File: src/design/clnws_pkg.sv
package clnws_pkg;

    localparam int unsigned FuncW   = 2;
    localparam int unsigned ByteW   = 8;
    localparam int unsigned NibW    = 4;
    localparam int unsigned PinW    = 7;
    localparam int unsigned LimitW  = 16;

    localparam logic [LimitW-1:0] LimitReset = 16'd1000;
    localparam logic [LimitW-1:0] PollsMax   = 16'hFFFF;

    localparam logic [FuncW-1:0] FUNC_CMD    = 2'd0;
    localparam logic [FuncW-1:0] FUNC_DATA   = 2'd1;
    localparam logic [FuncW-1:0] FUNC_SAMPLE = 2'd2;

    localparam int unsigned BusyBit = 3;

    // pin_value bit positions
    localparam int unsigned PinRead = 6;
    localparam int unsigned PinRs   = 5;
    localparam int unsigned PinEn   = 4;

    typedef enum logic [2:0] {
        PH_IDLE = 3'b001,
        PH_HIGH = 3'b010,
        PH_LOW  = 3'b100
    } t_phase;

    // One step per result of a run
    typedef enum logic [8:0] {
        S_ZERO = 9'b000000001,
        S_HI1  = 9'b000000010,
        S_HIEN = 9'b000000100,
        S_HI2  = 9'b000001000,
        S_LO1  = 9'b000010000,
        S_LOEN = 9'b000100000,
        S_LO2  = 9'b001000000,
        S_RD   = 9'b010000000,
        S_RDEN = 9'b100000000
    } t_step;

endpackage

File: src/design/char_lcd_nibble_write_sequencer.sv
// Write sequencer for a character LCD on a 4-bit data bus.
// Input channel (i_in_valid / o_in_stall): a command or data write request
// (func 0 or 1, i_byte_value) or a sampled bus nibble (func 2,
// i_bus_nibble). Requests arriving out of turn are taken and dropped.
// Output channel (o_out_valid / i_out_stall): one pin drive per cycle unless stalled.
// A write request yields a busy poll of two drives; the first sample gives
// two more; the second sample gives a zero drive followed by either a new
// poll (busy and retry limit not spent) or the six drives of the byte write.
// o_last marks the end of each run, o_want_sample the drive after which a
// sample is expected.
// The first drive of a run is valid the cycle after the request is
// taken. The run register holds one run; the next request is taken in the
// cycle the final drive of the current run is taken, so the output never
// idles while in-turn requests are waiting.
// A stalled output holds its drive and stalls the input behind it.
// Config channel: i_cfg_valid / o_cfg_ready (always ready) writes the
// busy retry limit, which resets to 1000.
// Synchronous active-low reset returns to idle with no run pending.
module char_lcd_nibble_write_sequencer (
    input  logic                           i_clk,
    input  logic                           i_rst_n,
    input  logic                           i_in_valid,
    output logic                           o_in_stall,
    input  logic [clnws_pkg::FuncW-1:0]    i_func,
    input  logic [clnws_pkg::ByteW-1:0]    i_byte_value,
    input  logic [clnws_pkg::NibW-1:0]     i_bus_nibble,
    output logic                           o_out_valid,
    input  logic                           i_out_stall,
    output logic [clnws_pkg::PinW-1:0]     o_pin_value,
    output logic                           o_drive_data,
    output logic                           o_want_sample,
    output logic                           o_last,
    output logic                           o_write_done,
    input  logic                           i_cfg_valid,
    output logic                           o_cfg_ready,
    input  logic [clnws_pkg::LimitW-1:0]   i_cfg_data
);
    import clnws_pkg::*;

    logic [LimitW-1:0] r_limit;
    t_phase            r_phase, n_phase;
    logic [ByteW-1:0]  r_byte, n_byte;
    logic              r_sel, n_sel;
    logic [LimitW-1:0] r_polls, n_polls;
    logic              r_busy, n_busy;
    logic              r_run_valid, n_run_valid;
    t_step             r_step, n_step;
    logic              r_repoll, n_repoll;

    logic              in_take, out_take, run_end, start;
    t_step             start_step, next_step;
    logic              start_repoll;
    logic [LimitW-1:0] polls_inc;
    logic [NibW-1:0]   nib_sel;

    assign out_take   = r_run_valid && !i_out_stall;
    assign run_end    = out_take && (r_step == S_RDEN || r_step == S_LO2);
    assign o_in_stall = r_run_valid && !run_end;
    assign in_take    = i_in_valid && !o_in_stall;
    assign o_cfg_ready = 1'b1;

    assign polls_inc = (r_polls == PollsMax) ? r_polls : r_polls + 1'b1;

    // request decode and phase update
    always_comb begin
        n_phase      = r_phase;
        n_byte       = r_byte;
        n_sel        = r_sel;
        n_polls      = r_polls;
        n_busy       = r_busy;
        start        = 1'b0;
        start_step   = S_RD;
        start_repoll = 1'b0;
        if (in_take) begin
            if ((i_func == FUNC_CMD || i_func == FUNC_DATA) && r_phase == PH_IDLE) begin
                n_byte  = i_byte_value;
                n_sel   = i_func[0];
                n_polls = '0;
                n_busy  = 1'b0;
                n_phase = PH_HIGH;
                start   = 1'b1;
            end else if (i_func == FUNC_SAMPLE && r_phase == PH_HIGH) begin
                n_busy  = i_bus_nibble[BusyBit];
                n_phase = PH_LOW;
                start   = 1'b1;
            end else if (i_func == FUNC_SAMPLE && r_phase == PH_LOW) begin
                n_polls    = polls_inc;
                start      = 1'b1;
                start_step = S_ZERO;
                if (r_busy && polls_inc < r_limit) begin
                    n_phase      = PH_HIGH;
                    start_repoll = 1'b1;
                end else begin
                    n_phase = PH_IDLE;
                    n_busy  = 1'b0;
                end
            end
        end
    end

    always_comb begin
        case (r_step)
            S_ZERO:  next_step = r_repoll ? S_RD : S_HI1;
            S_HI1:   next_step = S_HIEN;
            S_HIEN:  next_step = S_HI2;
            S_HI2:   next_step = S_LO1;
            S_LO1:   next_step = S_LOEN;
            S_LOEN:  next_step = S_LO2;
            S_RD:    next_step = S_RDEN;
            default: next_step = r_step;
        endcase
    end

    always_comb begin
        n_run_valid = r_run_valid;
        n_step      = r_step;
        n_repoll    = r_repoll;
        if (start) begin
            n_run_valid = 1'b1;
            n_step      = start_step;
            n_repoll    = start_repoll;
        end else if (run_end) begin
            n_run_valid = 1'b0;
        end else if (out_take) begin
            n_step = next_step;
        end
    end

    always_ff @(posedge i_clk) begin
        if (!i_rst_n) begin
            r_limit     <= LimitReset;
            r_phase     <= PH_IDLE;
            r_busy      <= 1'b0;
            r_run_valid <= 1'b0;
            r_step      <= S_RD;
            r_repoll    <= 1'b0;
        end else begin
            if (i_cfg_valid && o_cfg_ready) begin
                r_limit <= i_cfg_data;
            end
            r_phase     <= n_phase;
            r_busy      <= n_busy;
            r_run_valid <= n_run_valid;
            r_step      <= n_step;
            r_repoll    <= n_repoll;
        end
    end

    always_ff @(posedge i_clk) begin
        r_byte  <= n_byte;
        r_sel   <= n_sel;
        r_polls <= n_polls;
    end

    // pin drive for the current step
    assign nib_sel = (r_step == S_HI1 || r_step == S_HIEN || r_step == S_HI2) ?
                     r_byte[ByteW-1:NibW] : r_byte[NibW-1:0];

    always_comb begin
        o_pin_value   = '0;
        o_drive_data  = 1'b0;
        o_want_sample = 1'b0;
        o_last        = 1'b0;
        o_write_done  = 1'b0;
        case (r_step)
            S_ZERO: begin
            end
            S_RD: begin
                o_pin_value[PinRead] = 1'b1;
            end
            S_RDEN: begin
                o_pin_value[PinRead] = 1'b1;
                o_pin_value[PinEn]   = 1'b1;
                o_want_sample        = 1'b1;
                o_last               = 1'b1;
            end
            default: begin
                o_pin_value[NibW-1:0] = nib_sel;
                o_pin_value[PinRs]    = r_sel;
                o_pin_value[PinEn]    = (r_step == S_HIEN || r_step == S_LOEN);
                o_drive_data          = 1'b1;
                o_last                = (r_step == S_LO2);
                o_write_done          = (r_step == S_LO2);
            end
        endcase
    end

    assign o_out_valid = r_run_valid;

`ifndef ASSERT_OFF
    a_hold_step: assert property (@(posedge i_clk) disable iff (!i_rst_n)
        r_run_valid && i_out_stall |=> r_run_valid && $stable(r_step))
        else $error("run step moved while output stalled");

    a_want_phase: assert property (@(posedge i_clk) disable iff (!i_rst_n)
        o_out_valid && o_want_sample |-> r_phase != PH_IDLE)
        else $error("sample requested while idle");

    a_write_idle: assert property (@(posedge i_clk) disable iff (!i_rst_n)
        o_out_valid && o_drive_data |-> r_phase == PH_IDLE)
        else $error("byte write driven while polling");
`endif

endmodule
File: config.mk
export PLATFORM = sky130hd
export DESIGN_NAME = char_lcd_nibble_write_sequencer
export DESIGN_NICKNAME = d
export VERILOG_FILES = /design/src/design/clnws_pkg.sv /design/src/design/char_lcd_nibble_write_sequencer.sv
export SDC_FILE = /design/constraint.sdc
export NUM_CORES = 1
export LEC_CHECK = 0
export ABC_AREA = 1
export BUFFER_PORTS_ARGS = -buffer_cell sky130_fd_sc_hd__buf_4
export CAP_MARGIN = 20
export CORE_ASPECT_RATIO = 0.7
export CORE_MARGIN = 8
export CORE_UTILIZATION = 57
export CTS_CLUSTER_SIZE = 12
export DETAILED_ROUTE_END_ITERATION = 7
export GPL_ROUTABILITY_DRIVEN = 0
export PLACE_DENSITY = 0.8
export SLEW_MARGIN = 5
export SYNTH_ARGS = -nofsm -noshare
export SYNTH_HDL_FRONTEND = slang
export SYNTH_SLANG_ARGS = --single-unit
File: constraint.sdc
create_clock -name i_clk -period 3.3 [get_ports i_clk]
set_input_delay 0 -clock i_clk [delete_from_list [all_inputs] [get_ports i_clk]]
set_output_delay 0 -clock i_clk [all_outputs]
set_load 0.05 [all_outputs]
Word level (Yosys, flattened, before mapping)
Index checks and enable logic that the tools add are counted.
{ "totals": {"ff_bits": 56, "in_bits": 35, "output_inout_bits": 14, "wordCells": 99} }
{ "op_classes": {"n_addsub": 1, "magnitude_cmp": 1, "eq_ne": 18, "mux": 40, "n_reduce_logical": 30} }
{ "op_table": {"columns": ["operator", "n"], "rows": [
  ["one-hot mux 9 bit (7 select lines)", 1],
  ["two-way mux 16 bit", 3],
  ["two-way mux 8 bit", 5],
  ["two-way mux 9 bit", 3],
  ["two-way mux 1 bit", 20],
  ["adder 16 x 1 -> 16 bit, second input constant", 1],
  ["== test 16 bit, second input constant", 1],
  ["< comparator 16 bit", 1],
  ["== test 9 x 1 -> 1 bit, second input constant", 1],
  ["== test 9 x 2 -> 1 bit, second input constant", 1],
  ["== test 9 x 3 -> 1 bit, second input constant", 1],
  ["== test 9 x 4 -> 1 bit, second input constant", 1],
  ["== test 9 x 5 -> 1 bit, second input constant", 1],
  ["== test 9 x 6 -> 1 bit, second input constant", 1],
  ["== test 9 x 7 -> 1 bit, second input constant", 1],
  ["== test 9 x 8 -> 1 bit, second input constant", 1],
  ["== test 9 bit, second input constant", 1],
  ["two-way mux 3 bit", 3],
  ["AND reduction 3 bit", 3],
  ["logical AND 1 bit", 8],
  ["two-way mux 4 bit", 2],
  ["nonzero test 8 bit", 1],
  ["nonzero test 2 bit", 3],
  ["logical OR 1 bit", 5],
  ["16 further kinds", 21]
]} }

Longest topological paths before layout
Gate-level depths: netlist of the first run.
{ "logic_depth": {"ltp_word": 10, "mapped_depth": 20, "ltp_nobuf": 20} }

Worst setup path before layout of the first run
OpenSTA, ideal clock, no wires.
{ "synth_timing": {"kind": "register to register", "from": "reg r_polls[0]", "to": "reg r_busy", "arrival_time_ps": 2503, "required_ps": 3244, "setup_slack_ps": 741, "path_stages_with_launch": 20, "period_less_slack_ps": 2559, "cell_sequence": "edfxtp_1 > ha_1 > nand2_1 > nor2_1 > nand2_1 > nor2_1 > nor4_1 > nand2_1 > nor2_1 > nor2_1 > ha_1 > a21oi_1 > o21ai_0 > nand4_1 > nand2_1 > nor2_1 > nand3_1 > nand3_1 > nand2_1 > inv_1"} }
{ "synth_via": {"elab_chain_cells": 6, "elab_cells_between_ends": 7, "classes_between": "add/sub (1); order compare (1); eq/ne (2); mux (1); reduce/logical (2)"} }
{ "synth_lines": {"columns": ["element", "line_no", "source"], "rows": [
  ["start: declaration", "char_lcd_nibble_write_sequencer.sv:44", "logic [LimitW-1:0] r_polls, n_polls;"],
  ["start signal: assignment", "char_lcd_nibble_write_sequencer.sv:152", "r_polls <= n_polls;"],
  ["adder 16 x 1 -> 16 bit / == test 16 bit (equally long branches)", "char_lcd_nibble_write_sequencer.sv:62", "assign polls_inc = (r_polls == PollsMax) ? r_polls : r_polls + 1'b1;"],
  ["two-way mux 16 bit *", "char_lcd_nibble_write_sequencer.sv:62", null],
  ["net polls_inc[11]", "char_lcd_nibble_write_sequencer.sv:53", "logic [LimitW-1:0] polls_inc;"],
  ["< comparator 16 bit *", "char_lcd_nibble_write_sequencer.sv:90", "if (r_busy && polls_inc < r_limit) begin"],
  ["logical AND 1 bit *", "char_lcd_nibble_write_sequencer.sv:90", null],
  ["inequality test 3 bit (no line) *", null, null],
  ["AND reduction 3 bit (no line) *", null, null],
  ["end signal: assignment", "char_lcd_nibble_write_sequencer.sv:142", "r_busy <= n_busy;"],
  ["end: declaration", "char_lcd_nibble_write_sequencer.sv:45", "logic r_busy, n_busy;"]
]} }
Mark *: on every way through the listed nets, which the timed path passes. The rest lies on a longest branch.
A chain may end at the register's enable or synchronous reset.

Final worst setup path of the first run
Ends and elaborated chain as after synthesis.

==> flow_summary.json, run 1 <==
{
  "outcome": "complete, no violations",
  "globalRoute.totalOverflow": 0,
  "synth.net_count": 464,
  "wl_per_cell_um": 13.8,
  "synthesis.instances": 413,
  "timing.final.crit_share_pct": 89.2,
  "critical_path.endpoint_type": "flop",
  "drt_first_iter_violations": 170,
  "num-nets-final": 540,
  "timing.hold.worst.start": "i_bus_nibble[3]",
  "total_power_of_the_final_layout_mw": 1.92,
  "slew-limit-headroom_pct": 47.6,
  "cts_buffer_count": 5,
  "worst_ir_drop_on_vdd_uv": 267,
  "setup.worst_path.class": "flop to flop",
  "die_w_um": 106,
  "clock_path_buffers": 2,
  "clkLatencyLatePin_ns": 0.31,
  "die-height_um": 79.1,
  "syn-cell-area_mm2": 0.00325,
  "grtUsageTotal_pct": 19.2,
  "p_per_area_mw_per_mm2": 472,
  "timing.final.ws_setup_ns": 0.357,
  "first_global_vias": 2830,
  "root_buffer": "clkbuf_8",
  "drc": 0,
  "commonest_cells_post_synth": "70 x nand2_1, 69 x inv_1, 46 x nor2_1",
  "top_level_ports": 49,
  "async_flop_share_pct": 0,
  "start_util_pct": 57.9,
  "cp_data_required_time_ns": 3.57,
  "register_bit_total_from_synthesis": 56,
  "period_minus_slack_ns": 2.94,
  "fp.dieArea_mm2": 0.00841,
  "std_cell_rows": 23,
  "reg2reg_depth": 18,
  "cts.reportedPaths.clkPinSlew_ns": 0.10,
  "core_region_area_mm2": 0.00561,
  "place.detailed.instances": 526,
  "cts_tree": "done",
  "drv_cap": 0,
  "synth_sequential_area_ratio_pct": 42.2,
  "post_route_cells_drive_above_1_share_pct": 18.6,
  "vias_per_cell": 5.18,
  "netlist_top_cells_area": "edfxtp_1 23%, dfxtp_1 19%, nand2_1 8.1%",
  "grt_first_pass_wirelength_um": 13100,
  "r2r-end": "r_busy",
  "route.final.wire_length_um": 7790,
  "synthesis_to_layout_area_growth_pct": 25.4,
  "yosysUniqueCellTypes": 41,
  "dr_total_vias": 2927,
  "timing.fmax_mhz": 340,
  "holdCritPathClass": "primary input to flop",
  "rsz0062_at_grt": "false",
  "finalHoldViolations": 0,
  "final-max-slew-violation-count": 0,
  "postSynthAreaPerCell_um2": 7.86,
  "grt_start_max_net_pins": 20,
  "finalSetupViolCount": 0,
  "yosys.cell_count.top_type": "nand2_1",
  "crit_path_max_fanout": 7,
  "reg2reg_setup_slack_ns": 0.36,
  "preCtsSetupSlack_ns": 0.258,
  "dpl.hpwl_um": 5520,
  "fin_cells": 565,
  "synth_edf_count": 25,
  "place.port_buffers": 44,
  "yosysTopAreaCellShare_pct": 23.1,
  "fin_skew_ns": 0.00536,
  "critical_path.reg2reg.startpoint": "r_polls[0]",
  "netlist.top_cell.by_area": "edfxtp_1",
  "number_of_antenna_repair_diodes": 0,
  "drtAntennaViolNets": 0,
  "ys.warnings.count": 0,
  "worst_slew_pin_slew_ns": 0.783,
  "worstSetupStartpointType": "flop",
  "finalCoreUtilization_pct": 72.6,
  "fillers": 411,
  "first_pass_iters": 5,
  "synth_ff_type": "dfxtp_1",
  "cts_num_sinks": 56,
  "cellLeakagePower_nw": 1.90,
  "total_negative_setup_slack_ns": 0,
  "cts_htree_levels": 2,
  "launching_element_of_the_worst_setup_path": "r_polls[0]",
  "crit_arrival_ns": 3.21,
  "number_of_antenna_violations_at_the_first_check_in_global_routing": 0,
  "endpoint": "r_busy"
}
cells in the final DEF, fill, tap and decap left out, types with 16 or more instances in the layout:
| cell type | count |
|---|---|
| ha_1 | 16 |
| o21ai_0 | 19 |
| dfxtp_1 | 31 |
| nand2_1 | 70 |
| buf_4 | 49 |
| nor2_1 | 44 |
| edfxtp_1 | 25 |
| a21oi_1 | 37 |
| dlygate4sd3_1 | 27 |
| nand3_1 | 17 |
| inv_1 | 68 |
worst min path at each step:
stage | end | slack (ns) | cells past startpoint
after global routing | r_busy | 0.03 | 5
after detailed placement | r_byte[0] | 0.18 | 1
after CTS | r_busy | 0.001 | 5
final | r_busy | 0.02 | 5
after floorplan | r_byte[0] | 0.1 | 0
after global placement | r_byte[7] | 0.18 | 1
layout make-up:
cell class              count  area (µm²)  share of cell area, %
repair buffers             76         638                   15.7
clock inverters             3        42.5                   1.04
clock buffers               5        68.8                   1.69
well taps                  75        93.8                   2.30
multi-input cells         274        1570                   38.5
flip-flops and latches     56        1370                   33.7
inverters                  76         292                   7.16
where the power goes:
part | switching (mW) | internal [mW] | total [mW]
registers | 0.0369 | 0.794 | 0.831
logic | 0.420 | 0.214 | 0.634
clock network | 0.233 | 0.225 | 0.458
metrics by stage:
stage	hold WS, ns	area (µm²)
after floorplan	0.0989	3250
after global placement	0.179	3640
after detailed placement	0.179	3640
after CTS	0.00138	4010
after global routing	0.0259	4070
final	0.0182	4070
what timing repair did:
item,4_1_cts,5_1_grt
hold buffers,26,1
resized for setup,0,5
hold endpoints to repair,26,1
buffers inserted,0,4
setup endpoints to repair,0,4
critical path, stage by stage, from the launching register on:
cell and delay (ns):
edfxtp_1 0.42, ha_1 0.26, nand2_1 0.09, nor2_1 0.13, nand2_1 0.16, nor2_4 0.24
clkinvlp_4 0.21, buf_4 0.20, nand2_1 0.09, ha_1 0.24, nand2_1 0.07, inv_1 0.04
nor3_1 0.18, nand2_1 0.10, nor2_2 0.14, nand3_1 0.13, nand3_1 0.10, nand2_1 0.05
inv_1 0.05
layer usage:
| layer | wire [µm] | GRT usage (%) | share of wire (%) | up-vias |
|---|---|---|---|---|
| li1 | - | - | - | 1494 |
| met1 | 3610 | 24.0 | 46 | 1332 |
| met2 | 3580 | 32.1 | 46 | 97 |
| met3 | 550 | 6.06 | 7.1 | 4 |
| met4 | 44 | 3.78 | 0.56 | 0 |
| met5 | 0 | 0 | 0 | - |
kinds of logic (layout without fill, tap and decap cells):
group | after synthesis | count (layout) | share of synthesized area (%)
AOI/OAI and AO/OA | 72 | 72 | 12.3
xor gates and xnor gates | 7 | 7 | 1.89
adders and majority gates | 16 | 16 | 6.17
buffers and inverters | 83 | 160 | 10.0
DFF | 56 | 56 | 42.2
other | 1 | 1 | 0.115
and+or+nand+nor | 178 | 178 | 27.2
state kept, by name, summed over array words and instances, names as in the netlist:
name,count
r_phase,3
r_step,9
o_out_valid,1
r_limit,16
r_busy,1
r_polls,16
r_byte,8
r_repoll,1
r_sel,1
(Power assumes the default switching activity.)
==> run 2, diff against run 1 <==
CORE_UTILIZATION = 59   (was 57)
CTS_BUF_LIST = sky130_fd_sc_hd__clkbuf_4   (was default)
PLACE_DENSITY = 0.82   (was 0.8)
==> run 2 against run 1 <==
Net effect:
- total power fell by 5.0%
- first-iteration DRC count rose by 28%
- critical path depth rose by 2
- final cell count rose by 2.8%
- setup slack got worse by 0.074 ns
- sequential share of layout area fell by 1.1 points
- combinational power rose by 5.2%
- non-clock buffer count rose by 19
- sequential power barely moved
- clock skew rose by 0.0070 ns
- core utilization rose by 7.0 points
==> flow_summary.json, run 2 (synthesis results as in run 1) <==
{
  "globalRoute.totalOverflow": 0,
  "top_level_ports": 49,
  "fin_cells": 581,
  "finalSetupViolCount": 0,
  "cts_tree": "done",
  "fp.dieArea_mm2": 0.00817,
  "place.port_buffers": 44,
  "p_per_area_mw_per_mm2": 435,
  "slew-limit-headroom_pct": 45.4,
  "num-nets-final": 559,
  "r2r-end": "r_busy",
  "post_route_cells_drive_above_1_share_pct": 16.9,
  "first_global_vias": 3058,
  "critical_path.reg2reg.startpoint": "r_polls[1]",
  "crit_path_max_fanout": 15,
  "drt_first_iter_violations": 218,
  "timing.final.ws_setup_ns": 0.283,
  "timing.final.crit_share_pct": 91.4,
  "worst_slew_pin_slew_ns": 0.816,
  "dr_total_vias": 3028,
  "die-height_um": 78.1,
  "wl_per_cell_um": 14.0,
  "cts_num_sinks": 56,
  "cts_buffer_count": 5,
  "critical_path.endpoint_type": "flop",
  "finalHoldViolations": 0,
  "worst_ir_drop_on_vdd_uv": 254,
  "die_w_um": 105,
  "finalCoreUtilization_pct": 79.6,
  "finalInstanceArea_mm2": 0.00421,
  "cts_htree_levels": 2,
  "routed_length_on_met3_um": 552,
  "route.final.wire_length_um": 8140,
  "period_minus_slack_ns": 3.02,
  "topRoutingLayerUsed": "met4",
  "routedLengthMet1_um": 3720,
  "crit_arrival_ns": 3.39,
  "p_comb_share_pct": 36.5,
  "worstSetupStartpointType": "flop",
  "start_util_pct": 61.4,
  "met2_length_um": 3750,
  "drc": 0,
  "number_of_antenna_repair_diodes": 0,
  "grtUsageTotal_pct": 20.4,
  "clkLatencyLatePin_ns": 0.40,
  "largest_registers": "r_limit x16, r_polls x16, r_step x9",
  "total_negative_setup_slack_ns": 0,
  "outcome": "complete, no violations",
  "detailed_place.area_mm2": 0.00364,
  "cp_data_required_time_ns": 3.67,
  "hold_end": "o_out_valid",
  "reg2reg_setup_slack_ns": 0.28,
  "grt_first_pass_wirelength_um": 13900,
  "min_path_cells": 5,
  "root_buffer": "clkbuf_4",
  "netSwitchingFraction_pct": 38.7,
  "reg2reg_depth": 20,
  "place.detailed.instances": 523,
  "synthesis_to_layout_area_growth_pct": 29.6,
  "flop_pwr_share_pct": 45.5,
  "power_frac_clock_pct": 18.0,
  "internal-power_mw": 1.12,
  "drtAntennaViolNets": 0,
  "timing.fmax_mhz": 331,
  "setup.worst_path.class": "flop to flop",
  "most_common_library_cell_in_the_layout_ignoring_fill_and_taps": "nand2_1",
  "timing.hold.worst.start": "i_out_stall",
  "cts.reportedPaths.clkPinSlew_ns": 0.18,
  "fin_skew_ns": 0.0123,
  "grt_start_max_net_pins": 20,
  "first_pass_iters": 5,
  "clock_path_buffers": 2,
  "preCtsSetupSlack_ns": 0.241,
  "cellLeakagePower_nw": 1.95,
  "vias_per_cell": 5.21,
  "core_region_area_mm2": 0.00529,
  "switchingPower_mw": 0.707,
  "dpl.hpwl_um": 5430,
  "total_power_of_the_final_layout_mw": 1.83,
  "drv_cap": 0,
  "std_cell_rows": 22,
  "mostFrequentLayoutCells": "70 x nand2_1, 69 x inv_1, 49 x dlygate4sd3_1",
  "holdCritPathClass": "primary input to flop",
  "number_of_antenna_violations_at_the_first_check_in_global_routing": 0,
  "holdWs_ns": 0.0504,
  "final-max-slew-violation-count": 0,
  "rsz0062_at_grt": "false"
}
[run 2: cell count changes in the layout (fill, tap and decap cells not counted), sizes merged]
| cell | before | now |
|---|---|---|
| dlygate4sd3 | 27 | 49 |
| clkinvlp | 2 | 1 |
| buf | 49 | 46 |
| clkinv | 2 | 1 |
| inv | 74 | 77 |
| bufinv | 1 | 0 |
[run 2: routing by layer]
| metal | track usage [%] | up-vias |
|---|---|---|
| met5 | 0 | - |
| met4 | 6.52 | 0 |
| met3 | 4.08 | 9 |
| met2 | 34.3 | 101 |
| met1 | 26.1 | 1382 |
| li1 | - | 1536 |
[run 2: timing repair]
| item | 4_1_cts | 5_1_grt |
|---|---|---|
| buffers inserted | 0 | 1 |
| endpoints found under the setup margin | 0 | 4 |
| resized for setup | 0 | 2 |
| hold buffers | 49 | 0 |
| endpoints found under the hold margin | 30 | 0 |
[run 2: cell type report]
class / instances / area [µm²]
sequential: 56 / 1370
multi-input combinational: 274 / 1560
clock buffer: 5 / 37.5
tap: 72 / 90.1
inverter: 76 / 288
clock inverter: 3 / 25.0
timing repair buffer: 95 / 836
fill: 352 / 1080
[run 2: critical path: stages, from the launching register on]
cell	delay, ns
edfxtp_1	0.42
ha_1	0.25
nand2_1	0.08
nor2_1	0.10
nand2_1	0.13
nor2_2	0.28
inv_1	0.27
and3_1	0.24
nor2_1	0.13
ha_1	0.25
nand2_1	0.07
inv_1	0.03
nand2_1	0.05
nand2_1	0.07
nand2_1	0.07
nand2_1	0.09
nand2_1	0.13
nand3_1	0.12
nand3_1	0.11
nand2_1	0.05
inv_1	0.04
[run 2: how the worst max path moves through the flow]
stage	startpoint	to	cells after the start
2_1_floorplan	r_polls[0]	r_busy	19
3_3_place_gp	r_polls[0]	r_busy	19
3_5_place_dp	r_polls[0]	r_busy	19
4_1_cts	r_polls[0]	r_busy	19
5_1_grt	r_polls[0]	r_busy	19
6_report	r_polls[1]	r_busy	20
[run 2: power groups by stage]
stage	Sequential [mW]	Clock [mW]	Combinational (mW)
detailed placement	0.845	0	0.606
finish	0.832	0.330	0.667
floorplan	0.844	0	0.433
CTS	0.830	0.328	0.656
global placement	0.844	0	0.588
global route	0.839	0.359	0.728
==> run 3, diff against run 2 <==
CELL_PAD_IN_SITES_DETAIL_PLACEMENT = 0   (was default)
CELL_PAD_IN_SITES_GLOBAL_PLACEMENT = 1   (was default)
CORE_UTILIZATION = 43   (was 59)
PLACE_DENSITY = default   (was 0.82)
PLACE_DENSITY_LB_ADDON = 0.1   (was default)
==> run 3 against run 2 <==
Net effect:
- sequential share of layout area is 0.42 points lower
- highest routed layer unchanged
- routed wire length is 4.4% lower
- clock-buffer cell count is 1 higher
- critical path type unchanged
- largest cell class unchanged
- sequential power hardly changed
- largest power group unchanged
==> flow_summary.json, run 3 (synthesis results as in run 1) <==
{
  "dpl.hpwl_um": 5680,
  "start_util_pct": 44.4,
  "timing.hold.worst.start": "i_out_stall",
  "cts_buffer_count": 5,
  "clkLatencyLatePin_ns": 0.37,
  "synthesis_to_layout_area_growth_pct": 31.3,
  "critical_path.endpoint_type": "flop",
  "vias_per_cell": 4.80,
  "first_pass_iters": 4,
  "final-max-slew-violation-count": 0,
  "drtAntennaViolNets": 0,
  "min_path_cells": 5,
  "number_of_antenna_repair_diodes": 0,
  "timing.final.crit_share_pct": 89.8,
  "total_negative_setup_slack_ns": 0,
  "num-nets-final": 557,
  "path_cells": "ha_1 -> nand2_1 -> nor2_1 -> nand2_1 -> nor2_2 -> nor4_2 -> nand2_1 -> nor2_1 -> nor2_1 -> ha_1 -> a21oi_1 -> o21ai_0 -> nand4_1 -> nand2_1 -> nor2_1 -> nand3_1 -> nand3_1 -> nand2_1 -> inv_1",
  "wl_per_cell_um": 12.9,
  "largest_registers": "r_limit x16, r_polls x16, r_step x9",
  "dr_total_vias": 2901,
  "worst_slew_pin_slew_ns": 0.771,
  "std_cell_rows": 26,
  "core_region_area_mm2": 0.00732,
  "finalHoldViolations": 0,
  "cellLeakagePower_nw": 1.96,
  "number_of_antenna_violations_at_the_first_check_in_global_routing": 0,
  "fin_skew_ns": 0.00833,
  "preCtsSetupSlack_ns": 0.253,
  "root_buffer": "clkbuf_4",
  "crit_arrival_ns": 3.29,
  "grtUsageTotal_pct": 15.3,
  "critical_path.n_buffers_inverters": 1,
  "cts.reportedPaths.clkPinSlew_ns": 0.16,
  "mostFrequentLayoutCells": "70 x nand2_1, 69 x inv_1, 47 x dlygate4sd3_1",
  "route.final.wire_length_um": 7780,
  "r2r-end": "r_busy",
  "top_level_ports": 49,
  "outcome": "complete, no violations",
  "worstSetupStartpointType": "flop",
  "finalCoreUtilization_pct": 58.2,
  "setup.worst_path.class": "flop to flop",
  "finalSetupViolCount": 0,
  "cpPeakStageDelay_ns": 0.47,
  "period_minus_slack_ns": 2.96,
  "cts_num_sinks": 56,
  "hold_end": "o_out_valid",
  "fp.dieArea_mm2": 0.0106,
  "timing.fmax_mhz": 338,
  "critical_path.reg2reg.startpoint": "r_polls[0]",
  "drt_first_iter_violations": 128,
  "reg2reg_setup_slack_ns": 0.34,
  "slew-limit-headroom_pct": 48.4,
  "drc": 0,
  "place.port_buffers": 44,
  "cpLargestDelayFamily": "simple AND/OR/NAND/NOR gates",
  "p_per_area_mw_per_mm2": 456,
  "grt_start_max_net_pins": 20,
  "cts_tree": "done",
  "die_w_um": 120,
  "drv_cap": 0,
  "clock_path_buffers": 2,
  "post_route_cells_drive_above_1_share_pct": 17.0,
  "timing.final.ws_setup_ns": 0.338,
  "grt_first_pass_wirelength_um": 13400,
  "holdCritPathClass": "primary input to flop",
  "reg2reg_depth": 19,
  "first_global_vias": 2908,
  "rsz0062_at_grt": "false",
  "cp_data_required_time_ns": 3.63,
  "globalRoute.totalOverflow": 0,
  "post_cts_buffers": 0,
  "die-height_um": 88.7,
  "worst_ir_drop_on_vdd_uv": 222,
  "timing.critical_path.mode_cell": "nand2_1",
  "cp_max_delay_cell": "edfxtp_1",
  "crit_path_max_fanout": 6,
  "cts_htree_levels": 2,
  "most_common_library_cell_in_the_layout_ignoring_fill_and_taps": "nand2_1"
}
-- run 3: cell types whose count changed in the layout (fill, tap and decap cells not counted), sizes merged --
cell / change
clkinvlp: -1
bufinv: +2
clkbuf: +1
inv: -2
dlygate4sd3: -2
-- run 3: metrics by stage --
stage / power (mW) / hold WS, ns / std cells / area [µm²]
2_1_floorplan: 1.28 / 0.0989 / 413 / 3250
5_1_grt: 2.06 / 0.0299 / 605 / 4260
6_report: 1.94 / 0.0415 / 605 / 4260
4_1_cts: 1.96 / 0.0260 / 605 / 4250
3_5_place_dp: 1.45 / 0.179 / 550 / 3680
3_3_place_gp: 1.44 / 0.178 / 550 / 3680
-- run 3: cell type report --
type,count,area [µm²]
well taps,98,123
clock inverters,2,60.1
inverters,76,288
flip-flops and latches,56,1370
fillers,698,3060
clock buffers,6,45.0
multi-input cells,274,1560
repair buffers,93,816
-- run 3: where the power goes --
part | internal [mW] | switching, mW | leakage (nW)
Clock | 0.245 | 0.218 | 0.0559
Sequential | 0.794 | 0.0356 | 0.488
Combinational | 0.233 | 0.417 | 1.42
-- run 3: how the worst max path moves through the flow --
stage	slack (ns)	start	endpoint	depth (start not counted)
floorplan	0.74	r_polls[0]	r_busy	19
global placement	0.29	r_polls[0]	r_busy	19
detailed placement	0.25	r_polls[0]	r_busy	19
CTS	0.23	r_polls[0]	r_busy	19
global route	0.07	r_polls[0]	r_busy	20
finish	0.34	r_polls[0]	r_busy	19
-- run 3: routing by layer --
metal / GRT usage (%) / up-vias / share of wire, %
li1: - / 1536 / -
met1: 21.1 / 1304 / 53
met2: 24.7 / 59 / 43
met3: 3.06 / 2 / 4.0
met4: 2.14 / 0 / 0.37
met5: 0 / - / 0
-- run 3: timing repair --
item / 4_1_cts / 5_1_grt
gates resized for setup: 0 / 2
hold endpoints to repair: 28 / 0
hold buffers: 47 / 0
endpoints found under the setup margin: 0 / 2
-- run 3: worst min-delay path: cells and delay by family --
kind,cells,cell delay (ns)
buf+inv,2,0.19
simple gates,2,0.13
compound gates,1,0.06
